## config.mk

```make
export PLATFORM = sky130hd
export DESIGN_NAME = sorted_score_list_insert
export DESIGN_NICKNAME = d
export VERILOG_FILES = /design/src/rtl/ssli_pkg.sv /design/src/rtl/ssli_cell.sv /design/src/rtl/ssli_chain.sv /design/src/rtl/sorted_score_list_insert.sv
export SDC_FILE = /design/constraint.sdc
export NUM_CORES = 2
export LEC_CHECK = 0
export BUFFER_PORTS_ARGS = -buffer_cell sky130_fd_sc_hd__buf_2
export CAP_MARGIN = 10
export CORE_ASPECT_RATIO = 0.5
export CORE_MARGIN = 2
export CORE_UTILIZATION = 62
export CTS_CLUSTER_DIAMETER = 200
export DETAILED_ROUTE_END_ITERATION = 7
export PLACE_DENSITY = 0.78
export SYNTH_ARGS = -nofsm -noshare
export SYNTH_HDL_FRONTEND = slang
export SYNTH_SLANG_ARGS = --single-unit
```

## constraint.sdc

```tcl
create_clock -name clk_i -period 11.9 [get_ports clk_i]
set_input_delay 1.19 -clock clk_i [delete_from_list [all_inputs] [get_ports clk_i]]
set_output_delay 1.19 -clock clk_i [all_outputs]
set_load 0.05 [all_outputs]
```

## src/rtl/ssli_pkg.sv

```systemverilog
// Package for the sorted score list: sizes, the record type and the result codes.
// Used by every module of the block; it depends on nothing else.
package ssli_pkg;

  localparam int unsigned CAPACITY = 16;
  localparam int unsigned IDX_W    = $clog2(CAPACITY);
  localparam int unsigned CNT_W    = $clog2(CAPACITY + 1);
  localparam int unsigned ID_W     = 32;
  localparam int unsigned SCORE_W  = 16;

  localparam logic FUNC_INSERT = 1'b0;
  localparam logic FUNC_READ   = 1'b1;

  typedef enum logic [1:0] {
    KIND_ACCEPTED = 2'd0,
    KIND_REFUSED  = 2'd1,
    KIND_ENTRY    = 2'd2,
    KIND_EMPTY    = 2'd3
  } kind_e;

  typedef struct packed {
    logic [ID_W-1:0]    id;
    logic [SCORE_W-1:0] score;
  } rec_t;

endpackage

```

## src/rtl/ssli_cell.sv

```systemverilog
// One cell of the sorted chain: holds a record and its valid flag.
// Depends on ssli_pkg for the record type.
module ssli_cell import ssli_pkg::*; (
  input  logic clk_i,
  input  logic rst_ni,
  input  logic ins_i,
  input  rec_t new_rec_i,
  input  rec_t left_rec_i,
  input  logic left_valid_i,
  input  logic left_gt_i,
  output logic gt_o,
  output rec_t rec_o,
  output logic valid_o
);

  rec_t rec_q, rec_d;
  logic valid_q, valid_d;

  // An empty cell sorts after every key, so the flags form a suffix of the chain.
  assign gt_o = !valid_q || (rec_q.score > new_rec_i.score) ||
                ((rec_q.score == new_rec_i.score) && (rec_q.id > new_rec_i.id));

  always_comb begin
    rec_d   = rec_q;
    valid_d = valid_q;
    if (ins_i && gt_o) begin
      if (left_gt_i) begin
        rec_d   = left_rec_i;
        valid_d = left_valid_i;
      end else begin
        rec_d   = new_rec_i;
        valid_d = 1'b1;
      end
    end
  end

  always_ff @(posedge clk_i or negedge rst_ni) begin
    if (!rst_ni) begin
      valid_q <= 1'b0;
    end else begin
      valid_q <= valid_d;
    end
  end

  always_ff @(posedge clk_i) begin
    rec_q <= rec_d;
  end

  assign rec_o   = rec_q;
  assign valid_o = valid_q;

endmodule

```

## src/rtl/ssli_chain.sv

```systemverilog
// Row of sorted cells with a read port selecting one entry by index.
// Depends on ssli_pkg and ssli_cell.
module ssli_chain import ssli_pkg::*; (
  input  logic             clk_i,
  input  logic             rst_ni,
  input  logic             ins_i,
  input  rec_t             new_rec_i,
  input  logic [IDX_W-1:0] rd_idx_i,
  output rec_t             rd_rec_o
);

  rec_t cell_rec [CAPACITY];
  logic cell_vld [CAPACITY];
  logic cell_gt  [CAPACITY];

  for (genvar k = 0; k < CAPACITY; k++) begin : g_cell
    if (k == 0) begin : g_head
      ssli_cell u_cell (
        .clk_i        (clk_i),
        .rst_ni       (rst_ni),
        .ins_i        (ins_i),
        .new_rec_i    (new_rec_i),
        .left_rec_i   (new_rec_i),
        .left_valid_i (1'b1),
        .left_gt_i    (1'b0),
        .gt_o         (cell_gt[k]),
        .rec_o        (cell_rec[k]),
        .valid_o      (cell_vld[k])
      );
    end else begin : g_body
      ssli_cell u_cell (
        .clk_i        (clk_i),
        .rst_ni       (rst_ni),
        .ins_i        (ins_i),
        .new_rec_i    (new_rec_i),
        .left_rec_i   (cell_rec[k-1]),
        .left_valid_i (cell_vld[k-1]),
        .left_gt_i    (cell_gt[k-1]),
        .gt_o         (cell_gt[k]),
        .rec_o        (cell_rec[k]),
        .valid_o      (cell_vld[k])
      );
    end
  end

  assign rd_rec_o = cell_rec[rd_idx_i];

endmodule

```

## src/rtl/sorted_score_list_insert.sv

```systemverilog
// Sorted score list top level: control, entry count and the output register.
// Depends on ssli_pkg and ssli_chain.
// An insert gives its result beat in the next cycle. A readout gives one beat
// per cycle while not stalled, count beats in all (one empty beat if count is 0),
// from the output register; no new item is taken until its last beat is loaded.
// Reset clears every cell's valid flag and the count, so the table starts empty.
module sorted_score_list_insert import ssli_pkg::*; (
  input  logic               clk_i,
  input  logic               rst_ni,
  input  logic               in_valid_i,
  output logic               in_ready_o,
  input  logic               func_i,
  input  logic [ID_W-1:0]    student_id_i,
  input  logic [SCORE_W-1:0] score_i,
  output logic               out_valid_o,
  input  logic               out_ready_i,
  output logic [1:0]         kind_o,
  output logic [ID_W-1:0]    entry_id_o,
  output logic [SCORE_W-1:0] entry_score_o,
  output logic               last_o
);

  logic             busy_q, busy_d;
  logic [IDX_W-1:0] rd_idx_q, rd_idx_d;
  logic [CNT_W-1:0] count_q, count_d;
  logic             out_valid_q, out_valid_d;
  kind_e            kind_q, kind_d;
  rec_t             out_rec_q, out_rec_d;
  logic             last_q, last_d;

  logic out_free, accept, full, ins, rd_last;
  rec_t new_rec, rd_rec;

  assign out_free   = !out_valid_q || out_ready_i;
  assign in_ready_o = !busy_q && out_free;
  assign accept     = in_valid_i && in_ready_o;
  assign full       = (count_q == CNT_W'(CAPACITY));
  assign ins        = accept && (func_i == FUNC_INSERT) && !full;
  assign rd_last    = ((CNT_W'(rd_idx_q) + CNT_W'(1)) == count_q);

  assign new_rec.id    = student_id_i;
  assign new_rec.score = score_i;

  ssli_chain u_chain (
    .clk_i     (clk_i),
    .rst_ni    (rst_ni),
    .ins_i     (ins),
    .new_rec_i (new_rec),
    .rd_idx_i  (rd_idx_q),
    .rd_rec_o  (rd_rec)
  );

  always_comb begin
    busy_d      = busy_q;
    rd_idx_d    = rd_idx_q;
    count_d     = count_q;
    out_valid_d = out_valid_q && !out_ready_i;
    kind_d      = kind_q;
    out_rec_d   = out_rec_q;
    last_d      = last_q;
    if (accept) begin
      out_valid_d = 1'b1;
      out_rec_d   = '0;
      last_d      = 1'b1;
      if (func_i == FUNC_INSERT) begin
        if (full) begin
          kind_d = KIND_REFUSED;
        end else begin
          kind_d  = KIND_ACCEPTED;
          count_d = count_q + CNT_W'(1);
        end
      end else if (count_q == '0) begin
        kind_d = KIND_EMPTY;
      end else begin
        out_valid_d = out_valid_q && !out_ready_i;
        busy_d      = 1'b1;
        rd_idx_d    = '0;
      end
    end else if (busy_q && out_free) begin
      out_valid_d = 1'b1;
      kind_d      = KIND_ENTRY;
      out_rec_d   = rd_rec;
      last_d      = rd_last;
      if (rd_last) begin
        busy_d = 1'b0;
      end else begin
        rd_idx_d = rd_idx_q + IDX_W'(1);
      end
    end
  end

  always_ff @(posedge clk_i or negedge rst_ni) begin
    if (!rst_ni) begin
      busy_q      <= 1'b0;
      rd_idx_q    <= '0;
      count_q     <= '0;
      out_valid_q <= 1'b0;
    end else begin
      busy_q      <= busy_d;
      rd_idx_q    <= rd_idx_d;
      count_q     <= count_d;
      out_valid_q <= out_valid_d;
    end
  end

  always_ff @(posedge clk_i) begin
    kind_q    <= kind_d;
    out_rec_q <= out_rec_d;
    last_q    <= last_d;
  end

  assign out_valid_o   = out_valid_q;
  assign kind_o        = kind_q;
  assign entry_id_o    = out_rec_q.id;
  assign entry_score_o = out_rec_q.score;
  assign last_o        = last_q;

endmodule
```

* After elaboration in Yosys (flattened, before gate mapping)
Index checks and enable logic that the tools add are counted. Widths: inputs -> output; s select.
Operators by class: add/sub/neg operators 3, multipliers 0, div/mod/pow operators 0, magnitude comparators 33, equality and inequality tests 22, shift operators 0, muxes and demuxes 52, bitwise logic cells 3, reductions and logical operators 98
Operator list (number):
- $mux 48 | 17
- $gt 32x32->1 | 16
- $eq 16x16->1 | 16
- $gt 16x16->1 | 16
- $bmux 48 s4 | 1
- $logic_and 1x1->1 | 38
- $logic_or 1x1->1 | 33
- $mux 1 | 25
- $logic_not 1->1 | 20
- $mux 4 | 5
- $mux 2 | 4
- $reduce_and 4->1 | 2
- $ne 2x2->1 const B | 3
- $add 4x1->5 const B | 1
- $add 5x1->5 const B | 1
- $eq 5x5->1 | 1
- $eq 5x5->1 const B | 1
- $ge 5x5->1 const B | 1
- $logic_not 5->1 | 1
- $not 4->5 | 1
- $add 4x1->4 const B | 1
- $reduce_bool 2->1 | 2
- $ne 3x2->1 const B | 1
- $reduce_and 3->1 | 1
- other kinds (2) | 3
Word-level totals: register bits 846, latch bits 0, memory bits (writable) 0, bits in read-only memories 0, output and inout port bits 53, memories 0

* Longest topological paths before layout
word-level depth 7, gate-level depth with buffers 12, mapped depth without buffers 9

* By module
A second synthesis with hierarchy kept.
Unflattened totals: cell total of the unflattened synthesis 6230, area total of the unflattened synthesis 60978.5 um^2
By module, submodules not included:
- ssli_cell (u_chain.g_cell[0].g_head.u_cell ...) | instances 15, cells each 347, area an instance 3316.9 um^2, seq. area each 1466.4 um^2
- ssli_chain | instances 1, cells each 405, area an instance 5565.3 um^2, seq. area each 0.0 um^2
- ssli_cell (u_chain.g_cell[2].g_body.u_cell) | instances 1, cells each 329, area an instance 3233.1 um^2, seq. area each 1466.4 um^2
- sorted_score_list_insert | instances 1, cells each 291, area an instance 2426.1 um^2, seq. area each 1316.3 um^2

* Worst setup path before layout
Ideal clock, no wire load.
path kind input-to-reg, start in student_id_i[29], end reg u_chain.g_cell[0].g_head.u_cell.rec_q (netlist bit u_chain.g_cell[0].g_head.u_cell.rec_o[0]), enable pin, setup time 0.482 ns, data arrival time 5.896 ns, path slack 5.521 ns, stages 8, buffers on the path 1, cell sequence clkbuf_1 -> inv_1 -> ha_1 -> nand4_1 -> or4_1 -> or4_1 -> a31o_1 -> a31oi_1
On the way: word-level cells in the longest chain between the ends 4
RTL lines:
- start, declared | line sorted_score_list_insert.sv:13 | input logic [ID_W-1:0] student_id_i,
- $gt 32x32->1 | line ssli_cell.sv:21 | ((rec_q.score == new_rec_i.score) && (rec_q.id > new_rec_i.id));
- $logic_and 1x1->1 | line ssli_cell.sv:21
- $logic_or 1x1->1 | line ssli_cell.sv:20 | assign gt_o = !valid_q || (rec_q.score > new_rec_i.score) ||
- $logic_and 1x1->1 | line ssli_cell.sv:26 | if (ins_i && gt_o) begin
- end signal, assigned | line ssli_cell.sv:46 | rec_q <= rec_d;
- end, declared | line ssli_cell.sv:16 | rec_t rec_q, rec_d;
No other way between the ends. A chain may end at the register's enable or synchronous reset.

* Worst setup path after layout
start in student_id_i[17], end reg u_chain.g_cell[11].g_body.u_cell.rec_q (netlist bit u_chain.g_cell[11].g_body.u_cell.rec_o[28]) (data pin)
On the way: word-level cells in the longest chain between the ends 4
RTL lines:
- $gt 32x32->1 | line ssli_cell.sv:21
- $logic_and 1x1->1 | line ssli_cell.sv:21
- $logic_or 1x1->1 | line ssli_cell.sv:20
- $mux 48 | line ssli_cell.sv:27 | if (left_gt_i) begin
- end signal, assigned | line ssli_cell.sv:46
- end, declared | line ssli_cell.sv:16
No other way between the ends.

==> flow_metrics.tcl <==
set metrics [dict create \
    status "finished, final reports clean" \
    layout_common_cells "771 x sky130_fd_sc_hd__ha_1, 770 x sky130_fd_sc_hd__edfxtp_1, 711 x sky130_fd_sc_hd__mux2_2" \
    grt_remaining_overflow 0 \
    synth.net_count 5053 \
    endpoint_kind "register" \
    clkTransAtPathRegs_ns 0.07 \
    p_per_area_mw_per_mm2 187 \
    critPathSlowestCell "sky130_fd_sc_hd__o21ai_4" \
    wirelength_mm 220 \
    critPathKind "primary input to register" \
    dp_hpwl_mm 150 \
    floorplan.io_pins 106 \
    initial_antenna_violation_count 12 \
    yosysTopAreaCell "sky130_fd_sc_hd__edfxtp_1" \
    fp.dieH_um 219 \
    design_power_total_uw 11600 \
    top_usage_layer "met2" \
    final.setup_skew_ns 0.0249 \
    drt-wirelength-per-cell_um 39.3 \
    drt_first_pass_iters 6 \
    synth_edf_count 770 \
    synthDistinctLibCells 68 \
    grt_first_pass_wirelength_mm 307 \
    floorplan.initialDensity_pct 62.9 \
    placed_cells 5439 \
    drv_cap 0 \
    groute.usage.overall_pct 46.3 \
    internal_power_uw 7200 \
    tns_ns 0 \
    gr-usage-met2_pct 67.1 \
    ys_async_rst_share_pct 3.19 \
    die_width_um 434 \
    worst_pin_slew_ns 1.32 \
    max-vdd-ir-drop_mv 0.318 \
    yosys_warnings 0 \
    report.final.slew_viol_count 0 \
    core-area_mm2 0.0911 \
    yosysSeqAreaShare_pct 43.3 \
    maximum_number_of_pins_on_one_net_before_global_route_repair 137 \
    synth_top_area_share_pct 40.4 \
    vias 42900 \
    hold_violations 0 \
    leakage_uw 0.0232 \
    critical_path_peak_fanout 28 \
    placement.cell_area_mm2 0.0594 \
    cts_hold_buffers 0 \
    synthCells 4229 \
    first_iter_violations 5942 \
    share_of_total_power_in_the_clock_network_pct 23.4 \
    hold_path_class "register to register" \
    fin_ws_ns 5.93 \
    layout_worst_path_cycle_share_pct 50.2 \
    skew_pair_late_insertion_delay_ns 0.71 \
    detail_route.vias_per_cell 7.67 \
    critical-path-max-stage-delay_ns 1.02 \
    critical_path.n_buffers_inverters 3 \
    finalCriticalPeriod_ns 5.97 \
    worst_slew_margin_rel_pct 11.4 \
    post_synthesis_average_cell_area_um2 13.5 \
    final_cell_area_mm2 0.0621 \
    synth_seq_cells 846 \
    final_cell_count_without_fillers 5597 \
    synth_area_mm2 0.0572 \
    dpl_worst_slack_ns 5.09 \
    number_of_nets_in_the_finished_design 5107 \
    cts_sinks 846 \
    number_of_h_tree_levels 3 \
    max_clock_freq_mhz 167 \
    portBuffers 105 \
    first_global_vias 41400 \
    layout_commonest_cell "sky130_fd_sc_hd__ha_1" \
    cp_data_arrival_time_ns 6.41 \
    power.sequential.fraction_pct 35.9 \
    drcViolationCount 0 \
    power.share.combinational_pct 40.7 \
    yosys-top-cells-area "sky130_fd_sc_hd__edfxtp_1 40%, sky130_fd_sc_hd__ha_1 17%, sky130_fd_sc_hd__mux2_2 14%" \
    cts.path.max_buffers 3 \
    setup_repair_after_global_routing_missed_its_margin "no" \
    cts-buffers-inserted 80 \
    cp_cell_sequence "buf_2 > inv_1 > ha_1 > nand4_1 > nor4_2 > a21oi_1 > o21ai_4 > buf_4 > mux2_2" \
    areaGrowthSynthToFinish_pct 8.46 \
    setup-violations-final 0 \
    drtAntennaViolNets 0 \
    design.die.area_mm2 0.0949 \
    netsw_uw 4380 \
    post_cts_resized 0 \
    critical_path.top_delay_family "buffers and inverters" \
    num_rows 78 \
    cts_tree "yes" \
    layout-drive-gt1-share_pct 30.4 \
    post-cts-setup-buffers 0 \
    cts-root-buf "sky130_fd_sc_hd__clkbuf_16" \
    critical_path.startpoint_type "primary input" \
    grt.met1_usage_pct 60.5 \
    gp_congestion 1.05 \
    swShare_pct 37.8 \
    critPathRequiredTime_ns 12.34 \
    reg2reg_setup_slack_ns 6.73 \
    global_route.usage.met3_pct 16.2 \
    dominantRegCellSynth "sky130_fd_sc_hd__edfxtp_1" \
]
[area by class of cell]
cell class | count | area [µm²]
diodes | 7 | 17.5
clock inverters | 37 | 349
repair buffers | 172 | 1050
clock buffers | 112 | 2300
fillers | 6366 | 29000
well taps | 1240 | 1550
multi-input cells | 3084 | 31600
inverters | 99 | 372
flip-flops and latches | 846 | 24800
[final timing paths]
path	cells after the start	to	from
hold / removal	1	entry_id_o[23]	entry_id_o[23]
max in group asynchronous	1	rd_idx_q[1]	rst_ni
hold reg to reg	1	entry_id_o[23]	entry_id_o[23]
setup / recovery	9	u_chain.g_cell[11].g_body.u_cell.rec_o[28]	student_id_i[17]
min in group asynchronous	1	out_valid_o	rst_ni
setup reg to reg	9	u_chain.g_cell[13].g_body.u_cell.rec_o[10]	u_chain.g_cell[12].g_body.u_cell.rec_o[13]
[cell usage after synthesis, drive strengths merged, types with 6 or more instances]
master	instances
buf	67
o211ai	30
and3	6
nand2	161
a211o	14
edfxtp	770
or4	11
a211oi	15
clkbuf	133
a221oi	11
a21o	71
nand2b	15
ha	771
nand4	171
a2111oi	8
and4	20
nor4	29
a21boi	10
a21oi	315
a32o	48
a22o	13
nor2b	35
xnor2	7
mux4	240
a31oi	11
mux2	731
o22ai	8
dfrtp	27
nor3	28
o21ai	107
inv	99
nand3	79
dfxtp	49
nor2	57
a221o	9
[layer usage]
layer  wire length, µm  vias up
met5                10        -
met4             15200        2
met3             31000      747
met2             92800     3394
met1             81100    21400
li1                  -    17400
[stage by stage]
step | hold slack (ns) | utilization (%)
finish | 0.463 | 68.2
global route | 0.486 | 68.2
CTS | 0.466 | 68.1
detailed placement | 0.450 | 65.2
global placement | 0.441 | 65.2
floorplan | 0.455 | -
[state kept, by name, indices dropped and copies added, names as in the netlist]
name and cells:
u_chain.g_cell.g_body.u_cell.rec_o 720, u_chain.g_cell.g_head.u_cell.valid_o 1, out_valid_o 1, count_q 5
busy_q 1, u_chain.g_cell.g_head.u_cell.rec_o 48, last_o 1, kind_o 2
rd_idx_q 4, entry_id_o 32, u_chain.g_cell.g_body.u_cell.valid_o 15, entry_score_o 16
[worst reg2reg max path, stage by stage (launching register included)]
cell and delay (ns):
sky130_fd_sc_hd__edfxtp_1 0.47, sky130_fd_sc_hd__ha_1 0.34, sky130_fd_sc_hd__nand4_1 0.24, sky130_fd_sc_hd__nor4_1 0.84, sky130_fd_sc_hd__nand2_1 0.48, sky130_fd_sc_hd__a2111oi_0 1.12
sky130_fd_sc_hd__a31oi_4 0.18, sky130_fd_sc_hd__buf_4 0.34, sky130_fd_sc_hd__buf_4 0.47, sky130_fd_sc_hd__mux2_2 0.44
[cell families after synthesis]
group | after synthesis | synth area share (%)
xor gates and xnor gates | 10 | 0.153
adders and majority gates | 771 | 16.9
buffers and inverters | 299 | 2.12
AOI/OAI and AO/OA | 697 | 7.67
muxes | 973 | 24.0
DFF | 846 | 43.3
and+or+nand+nor | 633 | 5.90
[power by group through the flow]
stage                     clock [µW]  combinational, µW  sequential (µW)
final                           2710               4710             4160
after floorplan                    0               2940             4220
after detailed placement           0               4560             4190
after global placement             0               4470             4180
after CTS                       2700               4580             4130
after global routing            2810               4850             4170
Note: power is estimated with default switching activity, not from simulation.
